## config.mk

```make
export PLATFORM = sky130hd
export DESIGN_NAME = sine_cosine_taylor_top
export DESIGN_NICKNAME = d
export VERILOG_FILES = /design/src/design/sct_pkg.sv /design/src/design/sine_cosine_taylor_top.sv /design/src/design/sct_ctrl.sv /design/src/design/sct_datapath.sv
export SDC_FILE = /design/constraint.sdc
export NUM_CORES = 2
export LEC_CHECK = 0
export ABC_AREA = 1
export BUFFER_PORTS_ARGS = -buffer_cell sky130_fd_sc_hd__buf_4
export CELL_PAD_IN_SITES_DETAIL_PLACEMENT = 0
export CELL_PAD_IN_SITES_GLOBAL_PLACEMENT = 1
export CORE_ASPECT_RATIO = 1.75
export CORE_MARGIN = 5
export CORE_UTILIZATION = 30
export CTS_CLUSTER_SIZE = 8
export DETAILED_ROUTE_END_ITERATION = 16
export PLACE_DENSITY = 0.52
export SKIP_CTS_REPAIR_TIMING = 1
export SLEW_MARGIN = 40
export SYNTH_ARGS = -nofsm -noshare
export SYNTH_HDL_FRONTEND = slang
export SYNTH_HIERARCHICAL = 1
export SYNTH_SLANG_ARGS = --single-unit
```

## constraint.sdc

```tcl
create_clock -name clock -period 26.8 [get_ports clock]
set_clock_uncertainty 0.2 [all_clocks]
set_input_delay 1.34 -clock clock [delete_from_list [all_inputs] [get_ports clock]]
set_output_delay 1.34 -clock clock [all_outputs]
set_load 0.005 [all_outputs]
```

## src/design/sct_pkg.sv

```systemverilog
// Shared types, constants and arithmetic helpers for the sine/cosine block.
`timescale 1ns / 1ps

package sct_pkg;

   localparam int TAYLOR_TERMS = 10;
   localparam int FRAC_BITS    = 16;
   localparam int MAX_HALVINGS = 5;

   localparam int ANGLE_W    = 22;
   localparam int OUT_W      = 18;
   localparam int DATA_W     = 24;
   localparam int PROD_W     = 2 * DATA_W;
   localparam int MAG_W      = ANGLE_W + 1;
   localparam int NCOEF      = 2 * TAYLOR_TERMS;
   localparam int COEF_IDX_W = $clog2(NCOEF);
   localparam int TERM_W     = $clog2(TAYLOR_TERMS);
   localparam int K_W        = $clog2(MAX_HALVINGS + 1);

   // pi/2 in Q.16, rounded half up
   localparam logic [MAG_W-1:0] HALF_PI = MAG_W'(102944);

   typedef logic signed [DATA_W-1:0] data_type;
   typedef logic [MAG_W-1:0]         mag_type;

   typedef enum logic [3:0] {
      OP_NONE,
      OP_LOAD,
      OP_REDUCE,
      OP_SQUARE,
      OP_ACC_INIT,
      OP_HORNER,
      OP_SINE,
      OP_COSINE,
      OP_DA_SC,
      OP_DA_CC,
      OP_DA_SS,
      OP_EMIT
   } dp_op_type;

   typedef struct packed {
      dp_op_type             op;
      logic [K_W-1:0]        shift;
      logic [COEF_IDX_W-1:0] coef_idx;
   } cmd_type;

   typedef struct packed {
      logic halve_more;
   } status_type;

   // Reciprocal factorials 1/n! in Q.16, rounded half up
   function automatic data_type coef_of(input logic [COEF_IDX_W-1:0] idx);
      data_type c;
      unique case (idx)
         COEF_IDX_W'(0): c = DATA_W'(65536);
         COEF_IDX_W'(1): c = DATA_W'(65536);
         COEF_IDX_W'(2): c = DATA_W'(32768);
         COEF_IDX_W'(3): c = DATA_W'(10923);
         COEF_IDX_W'(4): c = DATA_W'(2731);
         COEF_IDX_W'(5): c = DATA_W'(546);
         COEF_IDX_W'(6): c = DATA_W'(91);
         COEF_IDX_W'(7): c = DATA_W'(13);
         COEF_IDX_W'(8): c = DATA_W'(2);
         default:        c = '0;
      endcase
      return c;
   endfunction

endpackage

```

## src/design/sine_cosine_taylor_top.sv

```systemverilog
// Top level of the fixed-point Taylor-series sine/cosine block.
// One item in flight at a time, set by the single shared multiplier:
//   9 Horner steps per series, and per halving (0 to 5 halvings) one
//   search step plus 3 double-angle products.
// The result register lets the next item be taken while a result waits.
// Reset (synchronous, active high) clears the sequencer and result valid only.
`timescale 1ns / 1ps

module sine_cosine_taylor_top (
   input  logic                               clock,
   input  logic                               reset,
   input  logic                               req_valid,
   output logic                               req_ready,
   input  logic signed [sct_pkg::ANGLE_W-1:0] req_angle,
   output logic                               rsp_valid,
   input  logic                               rsp_ready,
   output logic signed [sct_pkg::OUT_W-1:0]   rsp_sine_out,
   output logic signed [sct_pkg::OUT_W-1:0]   rsp_cosine_out
);

   // Controller issues one datapath op per cycle; datapath reports the halving compare.
   sct_pkg::cmd_type    cmd;
   sct_pkg::status_type status;

   // Sequencer: idle -> halving search -> reduce -> x^2 -> sine Horner ->
   // cosine Horner -> k double-angle rounds -> emit into the result register.
   sct_ctrl u_ctrl (
      .clock     (clock),
      .reset     (reset),
      .req_valid (req_valid),
      .req_ready (req_ready),
      .rsp_valid (rsp_valid),
      .rsp_ready (rsp_ready),
      .cmd       (cmd),
      .status    (status)
   );

   // Working registers, coefficient table, shared rounding multiplier, result register.
   sct_datapath u_datapath (
      .clock          (clock),
      .req_angle      (req_angle),
      .cmd            (cmd),
      .status         (status),
      .rsp_sine_out   (rsp_sine_out),
      .rsp_cosine_out (rsp_cosine_out)
   );

endmodule

```

## src/design/sct_ctrl.sv

```systemverilog
// Sequencer for the sine/cosine block: halving search, Horner loops, double-angle loop.
`timescale 1ns / 1ps

module sct_ctrl (
   input  logic                clock,
   input  logic                reset,
   input  logic                req_valid,
   output logic                req_ready,
   output logic                rsp_valid,
   input  logic                rsp_ready,
   output sct_pkg::cmd_type    cmd,
   input  sct_pkg::status_type status
);

   typedef enum logic [13:0] {
      S_IDLE     = 14'b00000000000001,
      S_HALVE    = 14'b00000000000010,
      S_REDUCE   = 14'b00000000000100,
      S_SQUARE   = 14'b00000000001000,
      S_SIN_INIT = 14'b00000000010000,
      S_SIN_LOOP = 14'b00000000100000,
      S_SIN_FIN  = 14'b00000001000000,
      S_COS_INIT = 14'b00000010000000,
      S_COS_LOOP = 14'b00000100000000,
      S_COS_FIN  = 14'b00001000000000,
      S_DA_SC    = 14'b00010000000000,
      S_DA_CC    = 14'b00100000000000,
      S_DA_SS    = 14'b01000000000000,
      S_EMIT     = 14'b10000000000000
   } state_type;

   state_type                   state_ff, state_in;
   logic [sct_pkg::K_W-1:0]     k_ff, k_in;
   logic [sct_pkg::TERM_W-1:0]  term_ff, term_in;
   logic                        rsp_valid_ff, rsp_valid_in;

   assign rsp_valid = rsp_valid_ff;

   always_comb begin
      state_in     = state_ff;
      k_in         = k_ff;
      term_in      = term_ff;
      rsp_valid_in = rsp_valid_ff && !rsp_ready;
      req_ready    = 1'b0;
      cmd.op       = sct_pkg::OP_NONE;
      cmd.shift    = k_ff;
      cmd.coef_idx = '0;
      unique case (state_ff)
         S_IDLE: begin
            req_ready = 1'b1;
            if (req_valid) begin
               cmd.op   = sct_pkg::OP_LOAD;
               k_in     = '0;
               state_in = S_HALVE;
            end
         end
         S_HALVE: begin
            if (k_ff < sct_pkg::K_W'(sct_pkg::MAX_HALVINGS) && status.halve_more) begin
               k_in = k_ff + 1'b1;
            end else begin
               state_in = S_REDUCE;
            end
         end
         S_REDUCE: begin
            cmd.op   = sct_pkg::OP_REDUCE;
            state_in = S_SQUARE;
         end
         S_SQUARE: begin
            cmd.op   = sct_pkg::OP_SQUARE;
            state_in = S_SIN_INIT;
         end
         S_SIN_INIT: begin
            cmd.op       = sct_pkg::OP_ACC_INIT;
            cmd.coef_idx = sct_pkg::COEF_IDX_W'(sct_pkg::NCOEF - 1);
            term_in      = sct_pkg::TERM_W'(sct_pkg::TAYLOR_TERMS - 2);
            state_in     = S_SIN_LOOP;
         end
         S_SIN_LOOP: begin
            cmd.op       = sct_pkg::OP_HORNER;
            cmd.coef_idx = sct_pkg::COEF_IDX_W'({term_ff, 1'b1});
            term_in      = term_ff - 1'b1;
            if (term_ff == '0) state_in = S_SIN_FIN;
         end
         S_SIN_FIN: begin
            cmd.op   = sct_pkg::OP_SINE;
            state_in = S_COS_INIT;
         end
         S_COS_INIT: begin
            cmd.op       = sct_pkg::OP_ACC_INIT;
            cmd.coef_idx = sct_pkg::COEF_IDX_W'(sct_pkg::NCOEF - 2);
            term_in      = sct_pkg::TERM_W'(sct_pkg::TAYLOR_TERMS - 2);
            state_in     = S_COS_LOOP;
         end
         S_COS_LOOP: begin
            cmd.op       = sct_pkg::OP_HORNER;
            cmd.coef_idx = sct_pkg::COEF_IDX_W'({term_ff, 1'b0});
            term_in      = term_ff - 1'b1;
            if (term_ff == '0) state_in = S_COS_FIN;
         end
         S_COS_FIN: begin
            cmd.op   = sct_pkg::OP_COSINE;
            state_in = (k_ff == '0) ? S_EMIT : S_DA_SC;
         end
         S_DA_SC: begin
            cmd.op   = sct_pkg::OP_DA_SC;
            state_in = S_DA_CC;
         end
         S_DA_CC: begin
            cmd.op   = sct_pkg::OP_DA_CC;
            state_in = S_DA_SS;
         end
         S_DA_SS: begin
            cmd.op   = sct_pkg::OP_DA_SS;
            k_in     = k_ff - 1'b1;
            state_in = (k_ff == sct_pkg::K_W'(1)) ? S_EMIT : S_DA_SC;
         end
         S_EMIT: begin
            if (!rsp_valid_ff || rsp_ready) begin
               cmd.op       = sct_pkg::OP_EMIT;
               rsp_valid_in = 1'b1;
               state_in     = S_IDLE;
            end
         end
         default: begin
            state_in = S_IDLE;
         end
      endcase
   end

   always_ff @(posedge clock) begin
      if (reset) begin
         state_ff     <= S_IDLE;
         k_ff         <= '0;
         term_ff      <= '0;
         rsp_valid_ff <= 1'b0;
      end else begin
         state_ff     <= state_in;
         k_ff         <= k_in;
         term_ff      <= term_in;
         rsp_valid_ff <= rsp_valid_in;
      end
   end

   a_k_bound: assert property (@(posedge clock) disable iff (reset)
      k_ff <= sct_pkg::K_W'(sct_pkg::MAX_HALVINGS))
      else $error("halving count over budget");

   a_emit_valid: assert property (@(posedge clock) disable iff (reset)
      (state_ff == S_EMIT && (!rsp_valid_ff || rsp_ready)) |=> rsp_valid_ff)
      else $error("result not presented after emit");

   a_accept_start: assert property (@(posedge clock) disable iff (reset)
      (req_valid && req_ready) |=> (state_ff == S_HALVE && k_ff == '0))
      else $error("accepted item did not start halving search");

   a_term_bound: assert property (@(posedge clock) disable iff (reset)
      (state_ff == S_SIN_LOOP || state_ff == S_COS_LOOP)
         |-> term_ff <= sct_pkg::TERM_W'(sct_pkg::TAYLOR_TERMS - 2))
      else $error("Horner term index out of range");

endmodule

```

## src/design/sct_datapath.sv

```systemverilog
// Datapath for the sine/cosine block: one shared rounding multiplier and working registers.
`timescale 1ns / 1ps

module sct_datapath (
   input  logic                                clock,
   input  logic signed [sct_pkg::ANGLE_W-1:0]  req_angle,
   input  sct_pkg::cmd_type                    cmd,
   output sct_pkg::status_type                 status,
   output logic signed [sct_pkg::OUT_W-1:0]    rsp_sine_out,
   output logic signed [sct_pkg::OUT_W-1:0]    rsp_cosine_out
);

   localparam sct_pkg::data_type ONE = sct_pkg::DATA_W'(1) <<< sct_pkg::FRAC_BITS;

   // magnitude product, rounded half away from zero, sign applied after
   function automatic sct_pkg::data_type mulq(input sct_pkg::data_type a,
                                              input sct_pkg::data_type b);
      logic                        neg;
      logic [sct_pkg::DATA_W-1:0]  ua, ub, r;
      logic [sct_pkg::PROD_W-1:0]  p;
      neg = a[sct_pkg::DATA_W-1] ^ b[sct_pkg::DATA_W-1];
      ua  = a[sct_pkg::DATA_W-1] ? $unsigned(-a) : $unsigned(a);
      ub  = b[sct_pkg::DATA_W-1] ? $unsigned(-b) : $unsigned(b);
      p   = sct_pkg::PROD_W'(ua) * sct_pkg::PROD_W'(ub);
      p   = (p + (sct_pkg::PROD_W'(1) << (sct_pkg::FRAC_BITS - 1))) >> sct_pkg::FRAC_BITS;
      r   = p[sct_pkg::DATA_W-1:0];
      return neg ? -$signed(r) : $signed(r);
   endfunction

   function automatic sct_pkg::data_type sat_one(input sct_pkg::data_type v);
      sct_pkg::data_type r;
      if (v > ONE)       r = ONE;
      else if (v < -ONE) r = -ONE;
      else               r = v;
      return r;
   endfunction

   logic                               neg_ff, neg_in;
   sct_pkg::mag_type                   m_ff, m_in;
   sct_pkg::data_type                  x_ff, x_in, x2_ff, x2_in, acc_ff, acc_in;
   sct_pkg::data_type                  s_ff, s_in, c_ff, c_in, p_ff, p_in, q_ff, q_in;
   logic signed [sct_pkg::OUT_W-1:0]   sine_ff, sine_in, cosine_ff, cosine_in;

   sct_pkg::data_type  mul_a, mul_b, prod, coef, s_signed;
   sct_pkg::mag_type   ext_angle, rnd, red;

   assign rsp_sine_out   = sine_ff;
   assign rsp_cosine_out = cosine_ff;

   assign status.halve_more = m_ff > (sct_pkg::HALF_PI << cmd.shift);

   assign coef      = sct_pkg::coef_of(cmd.coef_idx);
   assign ext_angle = sct_pkg::MAG_W'(req_angle);
   assign rnd       = (sct_pkg::MAG_W'(1) << cmd.shift) >> 1;
   assign red       = (m_ff + rnd) >> cmd.shift;
   assign s_signed  = neg_ff ? -s_ff : s_ff;

   // operand select for the shared multiplier
   always_comb begin
      unique case (cmd.op)
         sct_pkg::OP_SQUARE: begin mul_a = x_ff;  mul_b = x_ff;   end
         sct_pkg::OP_SINE:   begin mul_a = x_ff;  mul_b = acc_ff; end
         sct_pkg::OP_DA_SC:  begin mul_a = s_ff;  mul_b = c_ff;   end
         sct_pkg::OP_DA_CC:  begin mul_a = c_ff;  mul_b = c_ff;   end
         sct_pkg::OP_DA_SS:  begin mul_a = s_ff;  mul_b = s_ff;   end
         default:            begin mul_a = x2_ff; mul_b = acc_ff; end
      endcase
   end

   assign prod = mulq(mul_a, mul_b);

   always_comb begin
      neg_in    = neg_ff;
      m_in      = m_ff;
      x_in      = x_ff;
      x2_in     = x2_ff;
      acc_in    = acc_ff;
      s_in      = s_ff;
      c_in      = c_ff;
      p_in      = p_ff;
      q_in      = q_ff;
      sine_in   = sine_ff;
      cosine_in = cosine_ff;
      unique case (cmd.op)
         sct_pkg::OP_LOAD: begin
            neg_in = req_angle[sct_pkg::ANGLE_W-1];
            m_in   = req_angle[sct_pkg::ANGLE_W-1] ? -ext_angle : ext_angle;
         end
         sct_pkg::OP_REDUCE: begin
            x_in = (red > sct_pkg::HALF_PI) ? sct_pkg::DATA_W'(sct_pkg::HALF_PI)
                                            : sct_pkg::DATA_W'(red);
         end
         sct_pkg::OP_SQUARE:   x2_in  = prod;
         sct_pkg::OP_ACC_INIT: acc_in = coef;
         sct_pkg::OP_HORNER:   acc_in = coef - prod;
         sct_pkg::OP_SINE:     s_in   = sat_one(prod);
         sct_pkg::OP_COSINE:   c_in   = sat_one(acc_ff);
         sct_pkg::OP_DA_SC:    p_in   = prod;
         sct_pkg::OP_DA_CC:    q_in   = prod;
         sct_pkg::OP_DA_SS: begin
            s_in = sat_one(p_ff <<< 1);
            c_in = sat_one(q_ff - prod);
         end
         sct_pkg::OP_EMIT: begin
            sine_in   = s_signed[sct_pkg::OUT_W-1:0];
            cosine_in = c_ff[sct_pkg::OUT_W-1:0];
         end
         default: begin
         end
      endcase
   end

   always_ff @(posedge clock) begin
      neg_ff    <= neg_in;
      m_ff      <= m_in;
      x_ff      <= x_in;
      x2_ff     <= x2_in;
      acc_ff    <= acc_in;
      s_ff      <= s_in;
      c_ff      <= c_in;
      p_ff      <= p_in;
      q_ff      <= q_in;
      sine_ff   <= sine_in;
      cosine_ff <= cosine_in;
   end

endmodule

```

Yosys cells after proc, flatten, opt, wreduce, memory -nomap -nowiden

Memory sizes are Yosys's and may differ from the RTL's.
Cells that the tools add are included.

Register bits: 249
Latch bits: 0
Bits in writable memories: 0
Bits in read-only memories: 208
Input bits: 26
Output and inout port bits: 38
Logic and storage cells: 135
Memories kept: 1

Add/sub/neg operators: 12
Multipliers: 1
Divide/modulo/power cells: 0
$lt $le $gt $ge: 11
Equal/unequal tests: 32
Shifts and indexed selects: 3
Muxes and demuxes: 38
Bitwise gates (word level): 1
Reductions and logical operators: 19

Memory list:

| name             | words | bits a word | rd ports | clocked after Yosys merged registers in | wr ports | line          | source |
|---|---|---|---|---|---|---|---|
| (name not given) | 16    | 13          | 1        | 0                                       | 0        | sct_pkg.sv:54 | `unique case (idx)` |

Operators with widths:

| kind                                                            | number |
|---|---|
| two-way mux 24 bit                                              | 12 |
| one-hot mux 14 bit (14 select lines)                            | 1 |
| one-hot mux 24 bit (2 select lines)                             | 3 |
| one-hot mux 24 bit (3 select lines)                             | 2 |
| two-way mux 14 bit                                              | 7 |
| greater-than comparator 24 x 18 -> 1 bit, second input constant | 4 |
| less-than comparator 24 x 17 -> 1 bit, second input constant    | 4 |
| negator 24 bit                                                  | 3 |
| subtractor 24 bit                                               | 2 |
| one-hot mux 4 bit (11 select lines)                             | 1 |
| adder 40 x 16 -> 40 bit, second input constant                  | 1 |
| multiplier 24 x 24 -> 40 bit                                    | 1 |
| adder 23 x 22 -> 23 bit                                         | 1 |
| greater-than comparator 23 x 17 -> 1 bit, second input constant | 1 |
| greater-than comparator 23 bit                                  | 1 |
| negator 23 bit                                                  | 1 |
| left shift 1 x 3 -> 23 bit, first input constant                | 1 |
| left shift 17 x 3 -> 23 bit, first input constant               | 1 |
| >> shifter 23 x 3 -> 23 bit                                     | 1 |
| two-way mux 21 bit                                              | 1 |
| one-hot mux 5 bit (4 select lines)                              | 1 |
| two-way mux 18 bit                                              | 1 |
| negator 18 bit                                                  | 1 |
| equality test 4 x 3 -> 1 bit, second input constant             | 4 |
| 40 further kinds                                                | 61 |

Longest topological paths before layout

Word-level depth: 18
Gate-level depth with buffers: 83
Depth with buffers taken out: 82

Cells and area by module

Netlist, hierarchy kept.

By module, submodules not included:

| module       | times used | cells an instance | area each (um^2) |
|---|---|---|---|
| sct_datapath | 1          | 4419              | 34403.0 |
| sct_ctrl     | 1          | 222               | 1422.6 |

Least setup slack after synthesis

Ideal clock, no wire load.

Path type: in2reg
Start: input rsp_ready
End: register u_datapath.c_ff[14], data pin
Library setup time: 0.253 ns
Data arrival time: 13.347 ns
Data required time: 26.347 ns
Slack: 13.000 ns
Stages on the path: 76
Cells stage by stage: nor2_1 inv_1 nand3_1 nand4_1 nand2_4 clkinv_4 nand2_4 nand3_4 inv_4 nand2_1 nand2_2 clkbuf_1 ha_1 nand2_1 nor2_2 nand2_1 inv_1 nand3_1 (+40 left out) nand3_1 nand2_1 nand3_1 nand2_1 a21oi_1 o21ai_0 nand3_1 nand2_1 nand3_1 nand2_1 nand2_1 nand2_1 inv_1 nand3_1 nand2_2 buf_6 nand3_1 nand2_1

RTL lines:

| item                 | line                         | source |
|---|---|---|
| start, declared      | sine_cosine_taylor_top.sv:16 | `input logic rsp_ready,` |
| end signal, assigned | sct_datapath.sv:120          | `c_ff <= c_in;` |
| end, declared        | sct_datapath.sv:41           | `sct_pkg::data_type s_ff, s_in, c_ff, c_in, p_ff, p_in, q_ff, q_in;` |

==> results.json <==
{
  "status": "completed",
  "wl_per_cell_um": 25.0,
  "drcViolationCount": 0,
  "clk_pin_slew_ns": 0.05,
  "postRouteWirelength_mm": 156,
  "ys.flop_type": "edfxtp_1",
  "syn_inst": 4641,
  "critPathTopFamily": "simple AND/OR/NAND/NOR gates",
  "port_buffers": 63,
  "ant_nets": 0,
  "drv_slew": 0,
  "ff2ff_path_depth": 68,
  "drive_gt1_frac": 0.0750,
  "min_path_type": "reg2reg",
  "area_growth_pct": 9.58,
  "crit_fanout": 23,
  "die_h_um": 467,
  "crit_top_cell": "inv_1",
  "p_comb_frac": 0.611,
  "die_width_um": 271,
  "fmax_mhz": 56.5,
  "dr.first_iter.drc_count": 1513,
  "dp_slack_ns": 8.60,
  "reg2reg_from": "u_ctrl/state_ff[4]$_SDFFE_PP0P_",
  "via_count": 30500,
  "cp.depth": 70,
  "worstSetupStartpointType": "input pin",
  "grt-ovfl-total": 0,
  "vias_per_cell": 4.90,
  "period_needed_ns": 17.69,
  "fp.coreArea_um2": 118000,
  "clkSinkCount": 248,
  "setup_viol": 0,
  "dp_hpwl_mm": 133,
  "netlist_area_um2": 35800,
  "die_area_um2": 127000,
  "tns_ns": 0,
  "cts_tree": "done",
  "grt_pass1_vias": 33600,
  "reg2reg_to": "u_datapath/c_ff[4]$_DFFE_PP_",
  "p_sw_frac": 0.522,
  "grtUsageMet2": 0.511,
  "critical_path_class": "in2reg",
  "ios": 64,
  "power.leakage_nw": 18.8,
  "fin_crit_sh": 0.660,
  "cts_max_level": 2,
  "clk_latency_ns": 0.57,
  "synth.distinct_cells": 71,
  "start_util": 0.302,
  "async_flop_share": 0,
  "hold_viol": 0,
  "final.fill_count": 12800,
  "drv_cap": 0,
  "synth_seq_cells": 248,
  "antenna_found_initial": 1,
  "rrSetupSlack_ns": 9.35,
  "timing.hold.ws_ns": 0.250,
  "final_common_cell": "nand2_1",
  "fin_util": 0.331,
  "grt.busiest_layer": "met2",
  "vdd_ir_drop_max_mv": 0.0386,
  "use_met3": 0.0145,
  "cp.arrival_ns": 17.93,
  "p_int_w": 0.00110,
  "layout_setup_ws_ns": 9.11,
  "grtUsageMet1": 0.207,
  "end_kind": "flip-flop",
  "cp_data_required_time_ns": 27.04,
  "pwr-share-clk": 0.183,
  "core.rowCount": 167,
  "synth_edf_count": 226,
  "max_stage_delay_ns": 0.80,
  "cp-endpoint": "u_datapath/c_ff[4]$_DFFE_PP_",
  "layout.nets": 5394,
  "syn_area_per_cell_um2": 7.72,
  "drt-pass1-iter-count": 8,
  "gp_congestion": 0.922,
  "clockRootBuffer": "clkbuf_16",
  "slew_headroom": 0.374,
  "grt_pass1_wl_mm": 223,
  "p_seq_frac": 0.206,
  "critPathLaunch": "rsp_ready",
  "tightest_slew_ns": 0.939,
  "slowest_stage": "inv_1",
  "grt_use_total": 0.243,
  "ys_warn_count": 6,
  "cts_max_path_buffers": 3,
  "p_switching_w": 0.00120,
  "grt_max_degree": 45,
  "cts_buffers": 36,
  "cp.buffers_inverters": 16,
  "rsz0062_at_grt": "false",
  "p_per_area_nw_per_um2": 58.7,
  "seq_area_frac_synth": 0.202,
  "mostFrequentLayoutCells": "nand2_1, inv_1, nor2_1, fa_1, edfxtp_1"
}
## layer usage
metal / vias up / share of wire
met5: - / 0
met4: 0 / 0.094
met3: 369 / 0.019
met2: 643 / 0.58
met1: 15000 / 0.30
li1: 14400 / -
## per-stage QoR
| step | total power (W) | instance area, µm² | instances |
|---|---|---|---|
| after floorplan | 0.00137 | 35800 | 4647 |
| after global placement | 0.00190 | 38200 | 6166 |
| after detailed placement | 0.00189 | 38300 | 6170 |
| after CTS | 0.00233 | 39300 | 6214 |
| after global routing | 0.00245 | 39300 | 6215 |
| final | 0.00230 | 39300 | 6215 |
## cell type report
type / instances / area (µm²) / area share
Multi-Input combinational cell: 3286 / 24500 / 0.623
Clock inverter: 3 / 48.8 / 0.00124
Inverter: 994 / 3740 / 0.0954
Tap cell: 1521 / 1900 / 0.0485
Clock buffer: 41 / 920 / 0.0234
Antenna cell: 1 / 2.50 / 0.0000637
Timing Repair Buffer: 121 / 951 / 0.0242
Sequential cell: 248 / 7230 / 0.184
## cells in the mapped netlist, types with 4 or more instances
master	count	share of area
o21ai_0	168	0.023
buf_4	5	0.0010
o31ai_1	4	0.00084
dfxtp_1	22	0.012
nand3_1	201	0.028
nand2_1	1071	0.11
o21a_1	4	0.00084
buf_2	13	0.0018
o221ai_1	4	0.00098
mux2i_1	5	0.0014
inv_2	30	0.0031
nor2_4	4	0.0013
o22ai_1	20	0.0035
o41ai_1	4	0.00098
edfxtp_1	226	0.19
nand3b_1	16	0.0034
or2_2	18	0.0031
o21bai_1	13	0.0027
a31oi_1	31	0.0054
ha_1	222	0.078
o211ai_1	6	0.0013
nand3_2	17	0.0047
clkbuf_1	94	0.0098
a21boi_1	5	0.0010
xor2_1	86	0.021
nor3_1	57	0.0080
buf_6	4	0.0013
a21boi_0	4	0.00084
o21ai_1	24	0.0034
o2111ai_1	5	0.0012
nand2_4	12	0.0038
nand2_2	38	0.0066
nor2_1	493	0.052
nand4_1	32	0.0056
inv_1	945	0.099
nor4_1	27	0.0047
a21oi_1	134	0.019
nor2_2	27	0.0047
fa_1	459	0.26
clkinv_1	15	0.0016
a211oi_1	4	0.00084
xnor2_1	22	0.0054
## cell families after synthesis
group,after synthesis,synth area share
AND/OR/NAND/NOR,2034,0.244
buffers and inverters,1113,0.119
adder cells (fa/ha/maj),681,0.334
AO/OA/AOI/OAI,446,0.0703
flip-flops,248,0.202
XOR/XNOR,113,0.0293
multiplexers,5,0.00140
other,1,0.000105
## worst min-delay path by stage
stage	startpoint	to	slack, ns	depth (start not counted)
floorplan	u_ctrl/term_ff[0]$_SDFFE_PP0P_	u_ctrl/term_ff[0]$_SDFFE_PP0P_	0.22	1
global placement	u_ctrl/term_ff[0]$_SDFFE_PP0P_	u_ctrl/term_ff[0]$_SDFFE_PP0P_	0.25	1
detailed placement	u_ctrl/term_ff[0]$_SDFFE_PP0P_	u_ctrl/term_ff[0]$_SDFFE_PP0P_	0.24	1
CTS	u_ctrl/term_ff[0]$_SDFFE_PP0P_	u_ctrl/term_ff[0]$_SDFFE_PP0P_	0.25	1
global route	u_ctrl/term_ff[0]$_SDFFE_PP0P_	u_ctrl/term_ff[0]$_SDFFE_PP0P_	0.27	1
finish	u_ctrl/term_ff[0]$_SDFFE_PP0P_	u_ctrl/term_ff[0]$_SDFFE_PP0P_	0.25	1
## state kept, by name, summed over array words and instances (netlist names)
signal                     count
u_datapath/x2_ff              24
u_ctrl/state_ff               14
u_ctrl/term_ff                 4
u_datapath/c_ff               24
u_datapath/acc_ff             24
u_datapath/m_ff               23
u_datapath/rsp_cosine_out     18
u_datapath/q_ff               24
u_datapath/s_ff               24
u_datapath/p_ff               23
u_datapath/x_ff               23
u_ctrl/rsp_valid               1
u_ctrl/k_ff                    3
u_datapath/neg_ff              1
u_datapath/rsp_sine_out       18
## power by group through the flow
stage / sequential (W) / combinational, W / clock [W]
global placement: 0.000481 / 0.00142 / 0
floorplan: 0.000479 / 0.000892 / 0
detailed placement: 0.000481 / 0.00141 / 0
finish: 0.000474 / 0.00141 / 0.000422
CTS: 0.000473 / 0.00142 / 0.000439
global route: 0.000474 / 0.00153 / 0.000448
Power figures use the tool's default switching activity.
